<file path="src/sv/expanded_memory_page_manager_macros.svh">
// Assertion macros for the expanded memory page manager.
`ifndef EXPANDED_MEMORY_PAGE_MANAGER_MACROS_SVH
`define EXPANDED_MEMORY_PAGE_MANAGER_MACROS_SVH
`define EMPM_ASSERT_IMPL(label, ante, cons) \
  label: assert property (@(posedge clk) disable iff (!rst_n) (ante) |-> (cons)) \
    else $error("assertion failed");
`define EMPM_ASSERT_NEXT(label, ante, cons) \
  label: assert property (@(posedge clk) disable iff (!rst_n) (ante) |=> (cons)) \
    else $error("assertion failed");
`endif

</file>
<file path="src/sv/empm_pkg.sv">
// Package with constants and codes of the expanded memory page manager.
package empm_pkg;
  localparam int TOTAL_PAGES = 128;
  localparam int WINDOWS = 4;
  localparam int HANDLES = 15;
  localparam int PW = $clog2(TOTAL_PAGES);
  localparam int WW = (WINDOWS > 1) ? $clog2(WINDOWS) : 1;
  localparam int HW = 4;
  localparam int SW = $clog2(HANDLES * WINDOWS);
  localparam logic [3:0] OWNER_FREE = 4'hF;
  localparam logic [7:0] PAGE_UNMAP = 8'hFF;
  localparam logic [7:0] VERSION_BCD = 8'h32;
  localparam logic [7:0] OP_STATUS = 8'h40;
  localparam logic [7:0] OP_FRAME = 8'h41;
  localparam logic [7:0] OP_COUNTS = 8'h42;
  localparam logic [7:0] OP_ALLOC = 8'h43;
  localparam logic [7:0] OP_MAP = 8'h44;
  localparam logic [7:0] OP_DEALLOC = 8'h45;
  localparam logic [7:0] OP_VERSION = 8'h46;
  localparam logic [7:0] OP_SAVE = 8'h47;
  localparam logic [7:0] OP_RESTORE = 8'h48;
  localparam logic [7:0] OP_HCOUNT = 8'h4B;
  localparam logic [7:0] OP_HPAGES = 8'h4C;
  localparam logic [7:0] OP_HLIST = 8'h4D;
  localparam logic [3:0] ST_OK = 4'd0;
  localparam logic [3:0] ST_HW = 4'd1;
  localparam logic [3:0] ST_HANDLE = 4'd2;
  localparam logic [3:0] ST_NOFUNC = 4'd3;
  localparam logic [3:0] ST_NOHANDLES = 4'd4;
  localparam logic [3:0] ST_FEWPAGES = 4'd5;
  localparam logic [3:0] ST_ZERO = 4'd6;
  localparam logic [3:0] ST_LOGICAL = 4'd7;
  localparam logic [3:0] ST_PHYSICAL = 4'd8;
  localparam logic [3:0] ST_SAVED = 4'd9;
  localparam logic [3:0] ST_NOSAVE = 4'd10;
  localparam logic [1:0] KIND_STATUS = 2'd0;
  localparam logic [1:0] KIND_WINDOW = 2'd1;
  localparam logic [1:0] KIND_LIST = 2'd2;
  localparam logic CFG_HW = 1'b0;
  localparam logic CFG_SEG = 1'b1;
  typedef struct packed {
    logic [7:0] op;
    logic [7:0] window;
    logic [15:0] page_arg;
    logic [7:0] handle;
  } req_t;
  typedef struct packed {
    logic [1:0] kind;
    logic [3:0] status;
    logic [15:0] value_b;
    logic [7:0] value_d;
    logic [7:0] version;
    logic [1:0] out_window;
    logic [7:0] out_page;
    logic [3:0] list_handle;
    logic last;
  } rsp_t;
endpackage

</file>
<file path="src/sv/empm_if.sv">
// Valid/ready channel interface carrying one payload.
interface empm_if #(parameter type T = logic) ();
  logic valid;
  logic ready;
  T data;
  modport source(output valid, output data, input ready);
  modport sink(input valid, input data, output ready);
endinterface

</file>
<file path="src/sv/empm_ram.sv">
// Generic single-port RAM with registered read.
module empm_ram #(
  parameter int WIDTH = 8,
  parameter int DEPTH = 16
) (
  input  logic                     clk,
  input  logic                     we,
  input  logic [$clog2(DEPTH)-1:0] addr,
  input  logic [WIDTH-1:0]         wdata,
  output logic [WIDTH-1:0]         rdata
);
  logic [WIDTH-1:0] mem [DEPTH];
  always_ff @(posedge clk) begin
    if (we) begin
      mem[addr] <= wdata;
    end
    rdata <= mem[addr];
  end
endmodule

</file>
<file path="src/sv/expanded_memory_page_manager.sv">
// Expanded memory page manager: one function request at a time, sequenced over
// a page owner RAM with one access per cycle. Allocate scans the 128 page
// owners for a contiguous run, then claims it page by page; without such a run
// it scans all owners again, claiming free pages as it goes. Deallocate checks
// the four windows and then sweeps all 128 owners. After reset a clearing pass
// writes every page owner as free, during which no request is taken. Result
// items leave through an output register, and a stalled output holds the
// sequencer; in_ready is low while a request is served.
module expanded_memory_page_manager
  import empm_pkg::*;
(
  input  logic  clk,
  input  logic  rst_n,
  input  logic  cfg_we,
  input  logic  cfg_index,
  input  logic [15:0] cfg_wdata,
  empm_if.sink   in_ch,
  empm_if.source out_ch
);
  localparam logic [4:0] S_CLEAR = 5'd0, S_IDLE = 5'd1, S_DEC = 5'd2, S_EMIT = 5'd3,
    S_ASCAN = 5'd4, S_ARD = 5'd5, S_ACLAIM = 5'd6, S_AFSCAN = 5'd7, S_AFIN = 5'd8,
    S_MRD = 5'd9, S_MCHK = 5'd10, S_DWRD = 5'd11, S_DWCHK = 5'd12, S_DSCAN = 5'd13,
    S_DSRD = 5'd14, S_DFIN = 5'd15, S_SAVE = 5'd16, S_RRD = 5'd17, S_RWAIT = 5'd18,
    S_RWR = 5'd19, S_LIST = 5'd20, S_WAIT = 5'd21;

  logic [4:0] state_r;
  logic [4:0] ret_r;
  logic hw_r;
  logic [15:0] seg_r;
  req_t req_r;
  logic [7:0] wmap_r [WINDOWS];
  logic [7:0] hpages_r [HANDLES];
  logic [HANDLES-1:0] sval_r;
  logic [7:0] free_r;
  logic [3:0] active_r;
  logic [PW:0] idx_r;
  logic [PW-1:0] start_r;
  logic [7:0] run_r;
  logic [7:0] got_r;
  logic [3:0] nh_r;
  logic [7:0] cnt_r;
  rsp_t pend_r;
  rsp_t out_r;
  logic ovalid_r;

  logic pr_we;
  logic [PW-1:0] pr_addr;
  logic [3:0] pr_wdata, pr_rdata;
  logic sr_we;
  logic [SW-1:0] sr_addr;
  logic [7:0] sr_wdata, sr_rdata;

  empm_ram #(.WIDTH(4), .DEPTH(TOTAL_PAGES)) u_owner (
    .clk(clk), .we(pr_we), .addr(pr_addr), .wdata(pr_wdata), .rdata(pr_rdata));
  empm_ram #(.WIDTH(8), .DEPTH(HANDLES * WINDOWS)) u_save (
    .clk(clk), .we(sr_we), .addr(sr_addr), .wdata(sr_wdata), .rdata(sr_rdata));

  logic hok;
  logic [3:0] hh;
  logic [7:0] acount;
  logic [3:0] first_free;
  logic [SW-1:0] sbase;
  logic [WW-1:0] widx;
  assign hh = req_r.handle[3:0];
  assign hok = (req_r.handle < 8'(HANDLES)) && (hpages_r[hh] != 8'd0);
  assign acount = req_r.page_arg[7:0];
  assign sbase = SW'(hh * WINDOWS);
  assign widx = idx_r[WW-1:0];

  always_comb begin
    first_free = 4'(HANDLES);
    for (int i = HANDLES - 1; i >= 1; i--) begin
      if (hpages_r[i] == 8'd0) begin
        first_free = 4'(i);
      end
    end
  end

  always_comb begin
    pr_we = 1'b0;
    pr_addr = idx_r[PW-1:0];
    pr_wdata = OWNER_FREE;
    sr_we = 1'b0;
    sr_addr = sbase + SW'(widx);
    sr_wdata = wmap_r[widx];
    unique case (state_r)
      S_CLEAR: pr_we = 1'b1;
      S_ACLAIM: begin
        pr_we = 1'b1;
        pr_addr = start_r + PW'(got_r);
        pr_wdata = nh_r;
      end
      S_AFIN: begin
        pr_we = (pr_rdata == OWNER_FREE) && (got_r < acount);
        pr_addr = PW'(idx_r - 1'b1);
        pr_wdata = nh_r;
      end
      S_MRD: pr_addr = req_r.page_arg[PW-1:0];
      S_DWRD: pr_addr = wmap_r[widx][PW-1:0];
      S_DFIN: begin
        pr_we = (pr_rdata == hh);
        pr_addr = PW'(idx_r - 1'b1);
      end
      S_SAVE: sr_we = 1'b1;
      default: ;
    endcase
  end

  assign in_ch.ready = (state_r == S_IDLE);
  assign out_ch.valid = ovalid_r;
  assign out_ch.data = out_r;

  function automatic rsp_t fin(logic [3:0] st, logic [15:0] b, logic [7:0] d,
                               logic [7:0] v);
    rsp_t r;
    r = '0;
    r.status = st;
    r.value_b = b;
    r.value_d = d;
    r.version = v;
    r.last = 1'b1;
    return r;
  endfunction

  function automatic rsp_t itm(logic [1:0] k, logic [1:0] w, logic [7:0] p,
                               logic [3:0] lh);
    rsp_t r;
    r = '0;
    r.kind = k;
    r.out_window = w;
    r.out_page = p;
    r.list_handle = lh;
    return r;
  endfunction

  logic obusy;
  logic oload;
  assign obusy = ovalid_r && !out_ch.ready;
  assign oload = (state_r == S_EMIT || state_r == S_WAIT) && !obusy;

  always_ff @(posedge clk) begin
    if (!rst_n) begin
      state_r <= S_CLEAR;
      ret_r <= S_IDLE;
      hw_r <= 1'b1;
      seg_r <= 16'hD000;
      sval_r <= '0;
      free_r <= 8'(TOTAL_PAGES);
      active_r <= '0;
      idx_r <= '0;
      ovalid_r <= 1'b0;
      for (int i = 0; i < WINDOWS; i++) wmap_r[i] <= PAGE_UNMAP;
      for (int i = 0; i < HANDLES; i++) hpages_r[i] <= 8'd0;
    end else begin
      if (cfg_we) begin
        if (cfg_index == CFG_HW) hw_r <= cfg_wdata[0];
        else seg_r <= cfg_wdata;
      end
      if (oload) begin
        ovalid_r <= 1'b1;
        out_r <= pend_r;
      end else if (out_ch.ready) begin
        ovalid_r <= 1'b0;
      end
      unique case (state_r)
        S_CLEAR: begin
          idx_r <= idx_r + 1'b1;
          if (idx_r == (PW+1)'(TOTAL_PAGES - 1)) state_r <= S_IDLE;
        end
        S_IDLE: begin
          if (in_ch.valid) begin
            req_r <= in_ch.data;
            state_r <= S_DEC;
          end
        end
        S_EMIT: if (!obusy) begin
          state_r <= ret_r;
        end
        S_WAIT: if (!obusy) begin
          state_r <= S_IDLE;
        end
        S_DEC: begin
          idx_r <= '0;
          run_r <= '0;
          got_r <= '0;
          cnt_r <= '0;
          nh_r <= first_free;
          state_r <= S_WAIT;
          if (!hw_r && (req_r.op == OP_STATUS || req_r.op == OP_FRAME ||
              req_r.op == OP_COUNTS || req_r.op == OP_ALLOC || req_r.op == OP_MAP ||
              req_r.op == OP_VERSION || req_r.op == OP_HCOUNT ||
              req_r.op == OP_HLIST)) begin
            pend_r <= fin(ST_HW, '0, '0, '0);
          end else begin
            case (req_r.op)
              OP_STATUS: pend_r <= fin(ST_OK, '0, '0, '0);
              OP_FRAME: pend_r <= fin(ST_OK, seg_r, '0, '0);
              OP_COUNTS: pend_r <= fin(ST_OK, 16'(free_r), 8'(TOTAL_PAGES), '0);
              OP_VERSION: pend_r <= fin(ST_OK, '0, '0, VERSION_BCD);
              OP_HCOUNT: pend_r <= fin(ST_OK, 16'(active_r), '0, '0);
              OP_ALLOC: begin
                if (acount == 8'd0) pend_r <= fin(ST_ZERO, '0, '0, '0);
                else if (acount > free_r) pend_r <= fin(ST_FEWPAGES, '0, '0, '0);
                else if (first_free >= 4'(HANDLES))
                  pend_r <= fin(ST_NOHANDLES, '0, '0, '0);
                else state_r <= S_ASCAN;
              end
              OP_MAP: begin
                if (!hok) pend_r <= fin(ST_HANDLE, '0, '0, '0);
                else if (req_r.window >= 8'(WINDOWS))
                  pend_r <= fin(ST_PHYSICAL, '0, '0, '0);
                else if (req_r.page_arg == 16'hFFFF) begin
                  wmap_r[req_r.window[WW-1:0]] <= PAGE_UNMAP;
                  pend_r <= itm(KIND_WINDOW, 2'(req_r.window[WW-1:0]), PAGE_UNMAP, '0);
                  ret_r <= S_MCHK;
                  cnt_r <= 8'd1;
                  state_r <= S_EMIT;
                end else if (req_r.page_arg >= 16'(TOTAL_PAGES))
                  pend_r <= fin(ST_LOGICAL, '0, '0, '0);
                else state_r <= S_MRD;
              end
              OP_DEALLOC: begin
                if (hh == 4'd0 || !hok) pend_r <= fin(ST_HANDLE, '0, '0, '0);
                else state_r <= S_DWRD;
              end
              OP_SAVE: begin
                if (!hok) pend_r <= fin(ST_HANDLE, '0, '0, '0);
                else if (sval_r[hh]) pend_r <= fin(ST_SAVED, '0, '0, '0);
                else state_r <= S_SAVE;
              end
              OP_RESTORE: begin
                if (!hok) pend_r <= fin(ST_HANDLE, '0, '0, '0);
                else if (!sval_r[hh]) pend_r <= fin(ST_NOSAVE, '0, '0, '0);
                else state_r <= S_RRD;
              end
              OP_HPAGES: begin
                if (!hok) pend_r <= fin(ST_HANDLE, '0, '0, '0);
                else pend_r <= fin(ST_OK, 16'(hpages_r[hh]), '0, '0);
              end
              OP_HLIST: state_r <= S_LIST;
              default: pend_r <= fin(ST_NOFUNC, '0, '0, '0);
            endcase
          end
        end
        S_ASCAN: begin
          if (idx_r == (PW+1)'(TOTAL_PAGES)) begin
            idx_r <= '0;
            state_r <= S_AFSCAN;
          end else begin
            state_r <= S_ARD;
          end
        end
        S_ARD: begin
          idx_r <= idx_r + 1'b1;
          state_r <= S_ASCAN;
          if (pr_rdata == OWNER_FREE) begin
            if (run_r == 8'd0) start_r <= idx_r[PW-1:0];
            run_r <= run_r + 1'b1;
            if (run_r + 1'b1 == acount) state_r <= S_ACLAIM;
          end else begin
            run_r <= '0;
          end
        end
        S_ACLAIM: begin
          got_r <= got_r + 1'b1;
          if (got_r + 1'b1 == acount) state_r <= S_AFIN;
          if (got_r + 1'b1 == acount) idx_r <= (PW+1)'(TOTAL_PAGES) + 1'b1;
        end
        S_AFSCAN: begin
          idx_r <= idx_r + 1'b1;
          state_r <= S_AFIN;
        end
        S_AFIN: begin
          if (idx_r > (PW+1)'(TOTAL_PAGES)) begin
            free_r <= free_r - acount;
            hpages_r[nh_r] <= acount;
            sval_r[nh_r] <= 1'b0;
            active_r <= active_r + 1'b1;
            pend_r <= fin(ST_OK, '0, 8'(nh_r), '0);
            state_r <= S_WAIT;
          end else begin
            if (pr_rdata == OWNER_FREE && got_r < acount) got_r <= got_r + 1'b1;
            if (idx_r == (PW+1)'(TOTAL_PAGES)) idx_r <= idx_r + 1'b1;
            else state_r <= S_AFSCAN;
          end
        end
        S_MRD: state_r <= S_MCHK;
        S_MCHK: begin
          state_r <= S_WAIT;
          if (cnt_r != 8'd0) pend_r <= fin(ST_OK, '0, '0, '0);
          else if (pr_rdata != hh) pend_r <= fin(ST_LOGICAL, '0, '0, '0);
          else begin
            wmap_r[req_r.window[WW-1:0]] <= req_r.page_arg[7:0];
            pend_r <= itm(KIND_WINDOW, 2'(req_r.window[WW-1:0]), req_r.page_arg[7:0], '0);
            cnt_r <= 8'd1;
            ret_r <= S_MCHK;
            state_r <= S_EMIT;
          end
        end
        S_DWRD: begin
          if (idx_r == (PW+1)'(WINDOWS)) begin
            idx_r <= '0;
            state_r <= S_DSCAN;
          end else state_r <= S_DWCHK;
        end
        S_DWCHK: begin
          idx_r <= idx_r + 1'b1;
          state_r <= S_DWRD;
          if (wmap_r[widx] != PAGE_UNMAP && wmap_r[widx] < 8'(TOTAL_PAGES) &&
              pr_rdata == hh) begin
            wmap_r[widx] <= PAGE_UNMAP;
            pend_r <= itm(KIND_WINDOW, 2'(widx), PAGE_UNMAP, '0);
            ret_r <= S_DWRD;
            state_r <= S_EMIT;
          end
        end
        S_DSCAN: begin
          idx_r <= idx_r + 1'b1;
          state_r <= S_DFIN;
        end
        S_DFIN: begin
          if (pr_rdata == hh) free_r <= free_r + 1'b1;
          if (idx_r == (PW+1)'(TOTAL_PAGES)) begin
            hpages_r[hh] <= '0;
            sval_r[hh] <= 1'b0;
            active_r <= active_r - 1'b1;
            pend_r <= fin(ST_OK, '0, '0, '0);
            state_r <= S_WAIT;
          end else state_r <= S_DSCAN;
        end
        S_SAVE: begin
          idx_r <= idx_r + 1'b1;
          if (idx_r == (PW+1)'(WINDOWS - 1)) begin
            sval_r[hh] <= 1'b1;
            pend_r <= fin(ST_OK, '0, '0, '0);
            state_r <= S_WAIT;
          end
        end
        S_RRD: begin
          if (idx_r == (PW+1)'(WINDOWS)) begin
            sval_r[hh] <= 1'b0;
            pend_r <= fin(ST_OK, '0, '0, '0);
            state_r <= S_WAIT;
          end else state_r <= S_RWAIT;
        end
        S_RWAIT: state_r <= S_RWR;
        S_RWR: begin
          wmap_r[widx] <= sr_rdata;
          pend_r <= itm(KIND_WINDOW, 2'(widx), sr_rdata, '0);
          idx_r <= idx_r + 1'b1;
          ret_r <= S_RRD;
          state_r <= S_EMIT;
        end
        S_LIST: begin
          if (idx_r == (PW+1)'(HANDLES)) begin
            pend_r <= fin(ST_OK, 16'(cnt_r), '0, '0);
            state_r <= S_WAIT;
          end else begin
            idx_r <= idx_r + 1'b1;
            if (hpages_r[idx_r[HW-1:0]] != 8'd0) begin
              cnt_r <= cnt_r + 1'b1;
              pend_r <= itm(KIND_LIST, idx_r[1:0], hpages_r[idx_r[HW-1:0]],
                            idx_r[HW-1:0]);
              ret_r <= S_LIST;
              state_r <= S_EMIT;
            end
          end
        end
        default: state_r <= S_IDLE;
      endcase
    end
  end

`include "expanded_memory_page_manager_macros.svh"
  `EMPM_ASSERT_IMPL(a_ready_idle, in_ch.ready, !ovalid_r || state_r == S_IDLE)
  `EMPM_ASSERT_NEXT(a_accept_busy, in_ch.valid && in_ch.ready, !in_ch.ready)
  `EMPM_ASSERT_IMPL(a_free_bound, 1'b1, free_r <= 8'(TOTAL_PAGES))
endmodule
</file>
<file path="src/flat_wrapper.sv">
// flat-port wrapper written by rule: the top's interface ports become plain ports
module expanded_memory_page_manager_flat import empm_pkg::*;
  (clk, rst_n, cfg_we, cfg_index, cfg_wdata, in_ch_valid, in_ch_data, in_ch_ready, out_ch_valid, out_ch_data, out_ch_ready);
  empm_if in_ch_i ();
  empm_if out_ch_i ();
  input  logic clk;
  input  logic rst_n;
  input  logic cfg_we;
  input  logic cfg_index;
  input  logic [15:0] cfg_wdata;
  input wire logic [$bits(in_ch_i.valid)-1:0] in_ch_valid;
  input wire logic [$bits(in_ch_i.data)-1:0] in_ch_data;
  output wire logic [$bits(in_ch_i.ready)-1:0] in_ch_ready;
  output wire logic [$bits(out_ch_i.valid)-1:0] out_ch_valid;
  output wire logic [$bits(out_ch_i.data)-1:0] out_ch_data;
  input wire logic [$bits(out_ch_i.ready)-1:0] out_ch_ready;
  assign in_ch_i.valid = in_ch_valid;
  assign in_ch_i.data = in_ch_data;
  assign in_ch_ready = in_ch_i.ready;
  assign out_ch_valid = out_ch_i.valid;
  assign out_ch_data = out_ch_i.data;
  assign out_ch_i.ready = out_ch_ready;
  expanded_memory_page_manager u_core (.clk(clk), .rst_n(rst_n), .cfg_we(cfg_we), .cfg_index(cfg_index), .cfg_wdata(cfg_wdata), .in_ch(in_ch_i), .out_ch(out_ch_i));
endmodule
</file>
<file path="config.mk">
export PLATFORM = sky130hd
export DESIGN_NAME = expanded_memory_page_manager_flat
export DESIGN_NICKNAME = d
export VERILOG_FILES = /design/src/sv/empm_pkg.sv /design/src/sv/empm_if.sv /design/src/sv/empm_ram.sv /design/src/sv/expanded_memory_page_manager.sv /design/src/flat_wrapper.sv
export VERILOG_INCLUDE_DIRS = /design/src /design/src/sv
export SDC_FILE = /design/constraint.sdc
export NUM_CORES = 1
export LEC_CHECK = 0
export ABC_CLOCK_PERIOD_IN_PS = 8000
export BUFFER_PORTS_ARGS = -buffer_cell sky130_fd_sc_hd__buf_2
export CAP_MARGIN = 0
export CORE_AREA = 2 2 157 144
export CTS_CLUSTER_DIAMETER = 50
export DETAILED_ROUTE_END_ITERATION = 16
export DIE_AREA = 0 0 159 146
export PLACE_DENSITY = 0.81
export SLEW_MARGIN = 40
export SYNTH_ARGS = -nofsm -noshare
export SYNTH_HDL_FRONTEND = slang
export SYNTH_SLANG_ARGS = --single-unit
</file>
<file path="constraint.sdc">
create_clock -name clk -period 8 [get_ports clk]
set_input_delay 1.6 -clock clk [delete_from_list [all_inputs] [get_ports clk]]
set_output_delay 1.6 -clock clk [all_outputs]
set_load 0.005 [all_outputs]
</file>
Word-level counts from Yosys, hierarchy flattened. Memory sizes are Yosys's and may differ from the RTL's. A register that Yosys moved wholly into a read port is not among the register bits. Cells that the tools add are included.

Register bits after elaboration: 57. RAM bits: 1024. Input bits: 23. Output and inout bits: 3. Logic and storage cells: 233. Memories kept: 3.

Memory list: u_core.u_owner.mem (words 128, width 4, rd ports 1, clocked after Yosys merged registers in 1, wr ports 1, RTL line empm_ram.sv:12) `logic [WIDTH-1:0] mem [DEPTH];`; u_core.u_save.mem (words 60, width 8, rd ports 1, clocked after Yosys merged registers in 1, wr ports 1, RTL line empm_ram.sv:12); u_core.wmap_r (words 4, width 8, rd ports 1, clocked after Yosys merged registers in 1, wr ports 4, RTL line expanded_memory_page_manager.sv:31) `logic [7:0] wmap_r [WINDOWS];`.

Add/subtract/negate cells: 7. Magnitude comparators: 4. Eq/ne operators: 51. Muxes and demuxes: 96. Bitwise logic cells: 3. Reduce and logical (&&, ||, !) cells: 55.

Operators by type and width (number): $mux W8 (16); $logic_not A8 Y1 const A (14); $pmux W5 S21 (1); $mux W5 (19); $pmux W8 S7 (1); $pmux W8 S3 (2); $eq A5 B4 Y1 const B (7); $add A8 B1 Y8 const B (4); $mux W1 (32); $eq A5 B5 Y1 const B (6); $pmux W7 S4 (1); $mux W3 (9); $ne A2 B1 Y1 const B (13); $logic_not A8 Y1 (3); $reduce_and A8 Y1 (3); $eq A5 B3 Y1 const B (4); $pmux W5 S4 (1); $mux W2 (9); $pmux W8 S2 (1); $reduce_bool A8 Y1 const A (2); $ne A2 B2 Y1 const B (7); $reduce_or A7 Y1 (2); $eq A5 B2 Y1 const B (2); $pmux W1 S9 (1); 41 further kinds (56).

Depth between registers and ports, before layout. Gate-level depths: netlist of the first run.

Word-level depth: 14. Mapped depth: 13. Depth with buffers taken out: 12.

Hierarchy. Synthesis of the first run repeated with hierarchy kept, for this count alone.

Cells, all modules: 2921. Area total of the unflattened synthesis: 44911.8 um^2.

Modules (own cells, without submodules): empm_ram (u_core.u_owner) (instances 1, cells an instance 1281, area each 20621.0 um^2, sequential area each 15454.8 um^2); empm_ram (u_core.u_save) (instances 1, cells an instance 1116, area each 19219.7 um^2, sequential area each 14574.0 um^2); expanded_memory_page_manager (instances 1, cells an instance 524, area each 5071.1 um^2, sequential area each 2152.1 um^2).

Worst setup path before layout of the first run. No wires, ideal clock.

Path type: register -> register. Start point: reg u_core.state_r[4]. End point: mem u_core.u_owner.mem[0][2], data pin. Data arrival time: 4.305 ns. Required time: 7.110 ns. Setup slack: 2.805 ns. Stages on the path, launching flop included: 6. Path buffers: 2. Clock period less this slack: 5.195 ns. Cell sequence: dfxtp_1 clkbuf_1 or3_4 nor2_4 buf_6 a21oi_1.

Longest elaborated chain between the ends: 3. Elaborated cells between the ends (all ways): 4. Classes of those cells: 2 x eq/ne; 1 x mux; 1 x reduce/logical.

RTL lines: from (decl) (RTL line expanded_memory_page_manager.sv:26) `logic [4:0] state_r;`; from (signal assigned) (RTL line expanded_memory_page_manager.sv:177) `state_r <= ret_r;`; $eq A5 B3 Y1 or $eq A5 B4 Y1 (tied branches) (RTL line expanded_memory_page_manager.sv:86) `unique case (state_r)`; $reduce_or A2 Y1 (no source line) (*); $mux W4 (*) (RTL line expanded_memory_page_manager.sv:86); to (decl) (RTL line empm_ram.sv:12).

Every way passes the cells marked *; elsewhere a longest branch is shown, timed or not.

Final worst setup path of the first run.
Start point: reg u_core.state_r[2]. End point: reg u_core.u_owner.rdata[2] (read register of u_core.u_owner.mem).

Longest elaborated chain between the ends: 3. Elaborated cells between the ends (all ways): 7. Classes of those cells: 5 x eq/ne; 1 x mux; 1 x reduce/logical.

RTL lines: $eq A5 B4 Y1 (RTL line expanded_memory_page_manager.sv:86); $reduce_or A2 Y1 (no source line); $pmux W7 S4 (*) (RTL line expanded_memory_page_manager.sv:86); to (decl) (RTL line empm_ram.sv:10) `output logic [WIDTH-1:0] rdata`.

Marks and branches as above. A chain may end at the register's enable or synchronous reset.

==> results of run 1 <==
==> registers in the layout (all words and copies together) (netlist names), 4 cells and up, named ones only <==
| signal | count |
|---|---|
| u_core.got_r | 8 |
| u_core.u_save.rdata | 8 |
| u_core.start_r | 7 |
| u_core.cnt_r | 8 |
| u_core.wmap_r | 32 |
| u_core.run_r | 8 |
| u_core.ret_r | 4 |
| u_core.idx_r | 8 |
| u_core.state_r | 5 |
| u_core.u_owner.mem | 128 |
| u_core.u_save.mem | 64 |
==> kinds of logic (layout without fill, tap and decap cells) <==
group | count (synthesis) | in the layout | synth area share [%]
AO/OA/AOI/OAI | 203 | 203 | 10.18
XOR/XNOR | 21 | 21 | 1.328
adder cells (fa/ha/maj) | 15 | 15 | 1.409
buffers and inverters | 91 | 109 | 2.954
flip-flops | 287 | 287 | 60.12
multiplexers | 76 | 76 | 7.199
AND/OR/NAND/NOR | 511 | 511 | 16.81
==> power by group through the flow <==
stage,clock network (mW),registers [mW],logic [mW]
6_report,1.39,1.78,1.10
5_1_grt,1.46,1.79,1.20
4_1_cts,1.40,1.78,1.08
3_5_place_dp,0,1.81,1.07
3_3_place_gp,0,1.81,1.03
2_1_floorplan,0,1.78,0.822
==> layer usage <==
metal,routed length [µm],share of wire [%]
met2,14960,47
met1,12770,40
met4,776,2.4
met3,3206,10
met5,0,0
==> layout make-up <==
type	instances	area [µm²]
Tap cell	291	364.1
Multi-Input combinational cell	826	5197
Inverter	25	93.84
Clock buffer	32	768.2
Timing Repair Buffer	28	215.2
Clock inverter	24	242.7
Fill cell	1493	6230
Sequential cell	287	8329
==> Yosys cell counts, types with 21 or more instances <==
master    count  area share, %
inv_1        22           0.60
a211oi_1     21            1.1
nor2_1      228            6.2
a21oi_1      41            1.5
nor3_1       25           0.90
nand2_1     121            3.3
edfxtp_1    258             56
clkbuf_1     30           0.81
and3_1       22           0.99
nand3_1      39            1.4
mux2i_1      49            3.5
o21ai_0      45            1.6
dfxtp_1      29            4.2
==> through the flow <==
step	hold slack, ns	util [%]	worst slack, ns	area [µm²]	cells
2_1_floorplan	0.4003	-	2.805	13850	1204
3_3_place_gp	0.4041	65.73	3.403	14090	1454
3_5_place_dp	0.4118	66.13	3.485	14180	1457
4_1_cts	0.4266	70.85	3.435	15190	1513
5_1_grt	0.4371	70.94	3.592	15210	1513
6_report	0.4331	70.94	3.704	15210	1513
==> how the worst max path moves through the flow <==
stage / start / end / cells past startpoint
after detailed placement: u_core.state_r[2]$_SDFFE_PN0P_ / u_core.u_owner.mem[66][2]$_DFFE_PP_ / 7
after global placement: u_core.state_r[2]$_SDFFE_PN0P_ / u_core.u_owner.mem[112][2]$_DFFE_PP_ / 7
after global routing: u_core.state_r[2]$_SDFFE_PN0P_ / u_core.u_owner.rdata[2]$_DFF_P_ / 10
after floorplan: u_core.state_r[4]$_SDFFE_PN0P_ / u_core.u_owner.mem[0][2]$_DFFE_PP_ / 5
final: u_core.state_r[2]$_SDFFE_PN0P_ / u_core.u_owner.rdata[2]$_DFF_P_ / 10
after CTS: u_core.state_r[2]$_SDFFE_PN0P_ / u_core.u_owner.mem[82][2]$_DFFE_PP_ / 7
==> worst reg2reg max path, delay by kind of cell, from the launching register on <==
kind	cells	cell delay, ns
AO/OA/AOI/OAI	3	1.43
buffers and inverters	1	0.49
flip-flops	1	0.64
multiplexers	2	0.36
AND/OR/NAND/NOR	4	1.24
==> qor.txt, run 1 <==
Syn Std Cell Area: 13,850 µm²
met3 Track Usage GR: 4.731%
core footprint: 21,440 µm²
Tot GR Track Use: 27.32%
cell leakage power: 4.807 nW
pwr dens: 280.8 nW/µm²
combinational share of power: 25.8%
syn_nets: 1,242
setup TNS: 0 ns
most frequent cells in the layout: 258 x edfxtp_1, 222 x nor2_1, 119 x nand2_1
path depth of the worst reg2reg path: 10
count of different cell masters after synthesis: 79
drt first pass iters: 6
Syn Inst Count: 1,204
CP Class: reg2reg
DIE AREA: 23,210 µm²
Final Skew: 0.01611 ns
HP Start: u_core.pend_r[0]$_DFFE_PP_
Antenna Cells: 0
total gr overflow: 0
Seq cells post-synth: 287
total number of vias: 9,808
vias per cell: 6.482
Die Ht: 146 µm
Slew headroom: 43.99%
yosys warns: 0
critical path fanouts, max: 27
worst-skew pair later-pin latency: 0.56 ns
R2R Setup Slk: 3.70 ns
first-pass GRT wire length: 50,330 µm
Max-Cap Viols: 0
Worst-path clk slew: 0.06 ns
Tmin final: 4.297 ns
slowest stage cell, crit path: o21a_2
Async S/R FF share, synth: 0%
Iter 0 DRT Violations: 1,519
Post-synth EDFFs: 258
Fin. Hold Viols: 0
RR Endpoint: u_core.u_owner.rdata[2]$_DFF_P_
Hold Crit Depth: 0
WHS Endpoint: u_core.out_ch.data$_DFFE_PP_
CP Cell Sequence: and4bb_2, nand2_1, nand3_1, o21a_2, buf_4, mux2i_1, mux2i_1, a221o_1, a211oi_1, nor4_1
Seq/Total Area, Yosys: 60.12%
Flop pwr share: 41.7%
GRT Max-Usage Layer: met2
DRC viols: 0
RSZ-0062 raised after global routing: false
Max Clock Freq: 0.2327 GHz
M1 GR Usage: 38.74%
# nets final: 1,236
worst hold path class: reg2reg
met2 usage: 43.70%
PostCTS Resize Cnt: 0
Post-DP HPWL: 20,230 µm
vias in the first global route: 9,361
peak supply drop: 0.2184 mV
Buf/Inv on CP: 1
internal power: 2.885 mW
area delta synth->final: 9.809%
critical path launch point type: flip-flop
Final setup viols: 0
Critical Path End Type: flip-flop
P_sw: 1.386 mW
Clock Power Share: 32.5%
fraction of layout cells with a size suffix above 1: 12.19%
leading cell type in the layout, fill and taps excluded: edfxtp_1
Routed WL: 31,710 µm
fin crit share: 53.71%
I/O pins: 26
critical path's most frequent cell: mux2i_1
die width: 159 µm
largest net degree at the start of global routing: 129
CP delay by family, top: compound AO/OA/AOI/OAI gates
worst-margin pin slew: 0.8381 ns
CTS tree: built
switching fraction of total power: 32.46%
worst r2r src: u_core.state_r[2]$_SDFFE_PN0P_
CP arrival: 4.72 ns
drt wl/cell: 20.96 µm
Post-DRT Antenna Nets: 0
routability cong.: 0.9363
Slew Limit Fails: 0
Port Buffer Count: 7
main flop type after synthesis: edfxtp_1
initial core utilization: 64.61%
CTS HTree Levels: 1
antenna violations before repair: 0
run status: finished, final reports clean
CP peak stage delay: 0.66 ns
Syn Area/Cell: 11.51 µm²
CTS Buf Count: 30
Design Power: 4.272 mW
Critical Path RT: 8.42 ns
CTS Hold Bufs: 0
Clock Tree Root: clkbuf_16
clock sinks: 287
Setup Buffers After CTS: 0
clk buf depth: 3
row count: 51
(Power assumes the default switching activity.)
==> inputs of run 2 (changes only) <==
Settings changed: ABC_CLOCK_PERIOD_IN_PS 8000 to 4100, CORE_AREA 2 2 157 144 to 2 2 160 146, DIE_AREA 0 0 159 146 to 0 0 162 148, PLACE_DENSITY 0.81 to 0.79.
Clock period 8 ns to 4.1 ns, I/O delays scaled along.
==> run 2 against run 1 <==
Against the previous run: sequential power up 94%; fmax up 15%; cell area increased by 1.2%; critical endpoint is now u_core.u_owner.mem[29][2]$_DFFE_PP_; highest routed layer unchanged.
==> qor.txt, run 2 (synthesis gave the netlist of run 1 again) <==
clock sinks: 287 (unchanged)
top flop regs: u_core.u_owner.mem x128, u_core.u_save.mem x64, u_core.wmap_r x32 (unchanged)
fraction of layout cells with a size suffix above 1: 12.93% (was 12.19%)
Reg with most FFs: u_core.u_owner.mem (unchanged)
HP Start: in_ch_data (was u_core.pend_r[0]$_DFFE_PP_)
Clock Tree Root: clkbuf_16 (unchanged)
Post-DRT Antenna Nets: 0 (unchanged)
Critical Path End Type: flip-flop (unchanged)
first-pass GRT wire length: 52,230 µm (was 50,330 µm)
Max Clock Freq: 0.2684 GHz (was 0.2327 GHz)
setup TNS: 0 ns (unchanged)
Tot GR Track Use: 28.04% (was 27.32%)
CTS Hold Bufs: 0 (unchanged)
Post-DP HPWL: 21,830 µm (was 20,230 µm)
initial core utilization: 62.25% (was 64.61%)
Tmin final: 3.726 ns (was 4.297 ns)
critical path's most frequent cell: nor2_1 (was mux2i_1)
Slew Limit Fails: 0 (unchanged)
Port Buffer Count: 7 (unchanged)
CP arrival: 3.98 ns (was 4.72 ns)
critical path launch point type: flip-flop (unchanged)
M1 GR Usage: 42.26% (was 38.74%)
antenna violations before repair: 0 (unchanged)
CP Class: reg2reg (unchanged)
Iter 0 DRT Violations: 1,468 (was 1,519)
core footprint: 22,250 µm² (was 21,440 µm²)
max reg flops: 128 (unchanged)
DIE AREA: 23,980 µm² (was 23,210 µm²)
Slew headroom: 44.82% (was 43.99%)
Setup Buffers After CTS: 0 (unchanged)
most frequent cells in the layout: 258 x edfxtp_1, 223 x nor2_1, 121 x nand2_1 (was 258 x edfxtp_1, 222 x nor2_1, 119 x nand2_1)
RSZ-0062 raised after global routing: false (unchanged)
Clock Power Share: 32.6% (was 32.5%)
# nets final: 1,268 (was 1,236)
vias per cell: 6.514 (was 6.482)
DRC viols: 0 (unchanged)
fin crit share: 90.89% (was 53.71%)
total gr overflow: 0 (unchanged)
Final setup viols: 0 (unchanged)
combinational share of power: 26.8% (was 25.8%)
Fin. Hold Viols: 0 (unchanged)
CTS Buf Count: 31 (was 30)
slowest stage cell, crit path: o31ai_2 (was o21a_2)
worst-margin pin slew: 0.8258 ns (was 0.8381 ns)
critical path fanouts, max: 8 (was 27)
Routed WL: 33,130 µm (was 31,710 µm)
worst hold path class: in2reg (was reg2reg)
drt first pass iters: 5 (was 6)
CP Cell Sequence: ha_1, inv_1, fa_1, nand2b_1, a21oi_1, nor2_1, o31ai_2, nor2_1, nor2_1, nand2_1, nor2_1 (was and4bb_2, nand2_1, nand3_1, o21a_2, buf_4, mux2i_1, mux2i_1, a221o_1, a211oi_1, nor4_1)
Antenna Cells: 0 (unchanged)
Design Power: 8.524 mW (was 4.272 mW)
Buf/Inv on CP: 1 (unchanged)
Max-Cap Viols: 0 (unchanged)
Flop pwr share: 40.6% (was 41.7%)
cell leakage power: 4.949 nW (was 4.807 nW)
internal power: 5.788 mW (was 2.885 mW)
die width: 162 µm (was 159 µm)
met3 Track Usage GR: 3.676% (was 4.731%)
met2 usage: 43.77% (was 43.70%)
CP delay by family, top: simple AND/OR/NAND/NOR gates (was compound AO/OA/AOI/OAI gates)
pwr dens: 553.7 nW/µm² (was 280.8 nW/µm²)
row count: 52 (was 51)
Critical Path RT: 4.35 ns (was 8.42 ns)
area delta synth->final: 11.14% (was 9.809%)
Die Ht: 148 µm (was 146 µm)
worst-skew pair later-pin latency: 0.56 ns (about the same)
Worst-path clk slew: 0.06 ns (about the same)
switching fraction of total power: 32.10% (was 32.46%)
CTS HTree Levels: 1 (unchanged)
PostCTS Resize Cnt: 0 (unchanged)
drt wl/cell: 21.38 µm (was 20.96 µm)
routability cong.: 0.9210 (was 0.9363)
worst r2r src: u_core.got_r[0]$_SDFFCE_PN0P_ (was u_core.state_r[2]$_SDFFE_PN0P_)
GRT Max-Usage Layer: met2 (unchanged)
clk buf depth: 3 (unchanged)
vias in the first global route: 9,423 (was 9,361)
total number of vias: 10,096 (was 9,808)
Final Skew: 0.01629 ns (was 0.01611 ns)
run status: finished, final reports clean (unchanged)
leading cell type in the layout, fill and taps excluded: edfxtp_1 (unchanged)
CP peak stage delay: 0.58 ns (was 0.66 ns)
I/O pins: 26 (unchanged)
final core utilization: 69.19% (was 70.94%)
Filler Cells Inserted: 1,553 (was 1,493)
CTS tree: built (unchanged)
largest net degree at the start of global routing: 129 (unchanged)
P_sw: 2.737 mW (was 1.386 mW)
crit path from: u_core.got_r[0]$_SDFFCE_PN0P_ (was u_core.state_r[2]$_SDFFE_PN0P_)
peak supply drop: 0.3428 mV (was 0.2184 mV)
## run 2: cell type report
cell class                 instances  area [µm²]  area share (%)
multi-input combinational        826        5155           33.48
clock buffer                      41       843.3           5.478
timing repair buffer              59       429.2           2.788
sequential                       287        8328           54.10
tap                              297       371.6           2.414
inverter                          25       93.84          0.6096
clock inverter                    15       173.9           1.130
## run 2: final timing paths
| kind | to | slack (ns) | depth (start not counted) |
|---|---|---|---|
| worst max register to register | u_core.u_owner.mem[29][2]$_DFFE_PP_ | 0.37 | 11 |
| worst max-delay path | u_core.u_owner.mem[29][2]$_DFFE_PP_ | 0.37 | 11 |
| worst min-delay path | u_core.hh[0]$_DFFE_PP_ | 0.43 | 1 |
| worst min register to register | u_core.out_ch.data$_DFFE_PP_ | 0.44 | 0 |
## run 2: metal layers
metal	up-vias	part of all wire, %
li1	4554	-
met1	4896	42
met2	568	46
met3	78	9.4
met4	0	2.4
met5	-	0
## run 2: power groups by stage
stage               Clock (mW)  Combinational, mW  Sequential, mW
finish                    2.78               2.29            3.46
global route              2.92               2.45            3.47
CTS                       2.80               2.24            3.46
detailed placement           0               2.22            3.52
global placement             0               2.19            3.51
floorplan                    0               1.61            3.46
## run 2: worst register-to-register path: stages (launching register included)
cell	delay (ns)
edfxtp_1	0.40
ha_1	0.19
inv_1	0.07
fa_1	0.45
nand2b_1	0.18
a21oi_1	0.13
nor2_1	0.07
o31ai_2	0.58
nor2_1	0.32
nor2_1	0.47
nand2_1	0.35
nor2_1	0.22
## run 2: stage by stage
| stage | hold WS (ns) | instance area, µm² | setup WS (ns) | std cells |
|---|---|---|---|---|
| after floorplan | 0.4003 | 13860 | 0.7341 | 1204 |
| after global placement | 0.4297 | 14360 | 0.5934 | 1494 |
| after detailed placement | 0.4207 | 14370 | 0.5424 | 1494 |
| after CTS | 0.4225 | 15380 | 0.4996 | 1550 |
| after global routing | 0.4220 | 15390 | 0.1308 | 1550 |
| final | 0.4329 | 15390 | 0.3736 | 1550 |
==> inputs of run 3 (changes only) <==
Settings changed: ABC_CLOCK_PERIOD_IN_PS 4100 to 4240, GPL_ROUTABILITY_DRIVEN from default to 0, REMOVE_ABC_BUFFERS from default to 1.
Clock period 4.1 ns to 4.24 ns, I/O delays scaled along.
==> run 3 against run 2 <==
Against the previous run: combinational power is 6% lower; largest power group unchanged; flip-flop and latch count unchanged; die area did not move; largest cell class unchanged; non-clock buffer count decreased by 5.
==> qor.txt, run 3 (synthesis gave the netlist of run 1 again) <==
run status: finished, final reports clean (unchanged)
setup TNS: 0 ns (unchanged)
core footprint: 22,250 µm² (unchanged)
Tmin final: 3.796 ns (was 3.726 ns)
Iter 0 DRT Violations: 1,359 (was 1,468)
Final Skew: 0.02507 ns (was 0.01629 ns)
placed instance area: 14,360 µm² (was 14,370 µm²)
critical path fanouts, max: 28 (was 8)
row count: 52 (unchanged)
Fin. Hold Viols: 0 (unchanged)
Final setup viols: 0 (unchanged)
critical path launch point type: flip-flop (unchanged)
CP Class: reg2reg (unchanged)
final instance area: 15,410 µm² (was 15,390 µm²)
DRC viols: 0 (unchanged)
pwr dens: 534.8 nW/µm² (was 553.7 nW/µm²)
I/O pins: 26 (unchanged)
top flop regs: u_core.u_owner.mem x128, u_core.u_save.mem x64, u_core.wmap_r x32 (unchanged)
die width: 162 µm (unchanged)
max reg flops: 128 (unchanged)
most frequent cells in the layout: 258 x edfxtp_1, 223 x nor2_1, 121 x nand2_1 (unchanged)
Routed WL: 33,770 µm (was 33,130 µm)
RSZ-0062 raised after global routing: false (unchanged)
Die Ht: 148 µm (unchanged)
first-pass GRT wire length: 53,090 µm (was 52,230 µm)
Post-DRT Antenna Nets: 0 (unchanged)
drt wl/cell: 21.80 µm (was 21.38 µm)
Max Clock Freq: 0.2634 GHz (was 0.2684 GHz)
Reg with most FFs: u_core.u_owner.mem (unchanged)
DIE AREA: 23,980 µm² (unchanged)
Filler Cells Inserted: 1,610 (was 1,553)
total number of vias: 10,157 (was 10,096)
vias in the first global route: 9,744 (was 9,423)
Tot GR Track Use: 28.70% (was 28.04%)
CP arrival: 3.99 ns (was 3.98 ns)
fraction of layout cells with a size suffix above 1: 12.78% (was 12.93%)
Critical Path RT: 4.43 ns (was 4.35 ns)
initial core utilization: 62.25% (unchanged)
Max-Cap Viols: 0 (unchanged)
area delta synth->final: 11.22% (was 11.14%)
CTS HTree Levels: 2 (was 1)
drt first pass iters: 6 (was 5)
Critical Path End Type: flip-flop (unchanged)
CTS tree: built (unchanged)
# nets final: 1,266 (was 1,268)
cell leakage power: 4.940 nW (was 4.949 nW)
Clock Tree Root: clkbuf_16 (unchanged)
Slew Limit Fails: 0 (unchanged)
antenna violations before repair: 0 (unchanged)
Worst-path clk slew: 0.06 ns (about the same)
Port Buffer Count: 7 (unchanged)
leading cell type in the layout, fill and taps excluded: edfxtp_1 (unchanged)
vias per cell: 6.557 (was 6.514)
DP Cell Count: 1,489 (was 1,494)
Antenna Cells: 0 (unchanged)
Post-DP HPWL: 21,510 µm (was 21,830 µm)
Slew headroom: 40.69% (was 44.82%)
largest net degree at the start of global routing: 33 (was 129)
total gr overflow: 0 (unchanged)
worst-skew pair later-pin latency: 0.51 ns (was 0.56 ns)
clock sinks: 287 (unchanged)
fin cells: 1,549 (was 1,550)
clk buf depth: 3 (unchanged)
worst-margin pin slew: 0.8876 ns (was 0.8258 ns)
peak supply drop: 0.3120 mV (was 0.3428 mV)
CTS Buf Count: 34 (was 31)
fin crit share: 89.53% (was 90.89%)
worst hold path class: reg2reg (was in2reg)
==> run 3: cell type report <==
type	count	area, µm²	share of cell area (%)
clock buffers	45	913.4	5.929
well taps	297	371.6	2.412
multi-input cells	826	5165	33.53
flip-flops and latches	287	8328	54.06
inverters	25	93.84	0.6091
clock inverters	15	118.9	0.7715
repair buffers	54	415.4	2.696
==> run 3: worst paths after layout <==
check                        startpoint                                 end  slack [ns]  cells after the start
max                           flip-flop  u_core.u_owner.mem[5][2]$_DFFE_PP_        0.44                      8
min          u_core.pend_r[0]$_DFFE_PP_        u_core.out_ch.data$_DFFE_PP_        0.43                      0
max reg2reg                   flip-flop  u_core.u_owner.mem[5][2]$_DFFE_PP_        0.44                      8
min reg2reg  u_core.pend_r[0]$_DFFE_PP_        u_core.out_ch.data$_DFFE_PP_        0.43                      0
==> run 3: stage by stage <==
| step | worst slack (ns) | hold WS (ns) | util (%) | power [mW] |
|---|---|---|---|---|
| 3_3_place_gp | 0.5844 | 0.4108 | 64.34 | 5.458 |
| 2_1_floorplan | -1.329 | 0.4003 | - | 4.786 |
| 5_1_grt | 0.2795 | 0.4471 | 69.24 | 8.543 |
| 6_report | 0.4439 | 0.4300 | 69.24 | 8.239 |
| 3_5_place_dp | 0.3416 | 0.4263 | 64.54 | 5.511 |
| 4_1_cts | 0.3151 | 0.4212 | 69.18 | 8.197 |
==> run 3: power breakdown <==
part           internal (mW)  leakage, nW  switching [mW]  total, mW
clock network           1.59        0.498            1.12       2.71
registers               3.23         2.50           0.152       3.38
logic                  0.761         1.95            1.39       2.15
total                   5.58         4.94            2.66       8.24
==> run 3: metal layers <==
metal / global-route usage, % / vias to the layer above / share of wire, %
met1: 40.46 / 4870 / 40
met4: 11.02 / 0 / 3.3
met5: 0 / - / 0
met3: 5.976 / 112 / 10
met2: 44.43 / 637 / 46
li1: - / 4538 / -
==> run 3: repair_timing <==
item,4_1_cts,5_1_grt
setup buffers,0,0
gates resized for setup,0,1
setup endpoints to repair,0,8
hold buffers,0,0
==> run 3: critical path, cell delays in order (launching register included) <==
cell and delay, ns:
dfxtp_1 0.56, buf_4 0.24, mux4_2 0.63, and3_1 0.27, o21a_2 0.50, buf_12 0.30, nor2_1 0.13, nand2_1 0.52
nor2_1 0.32
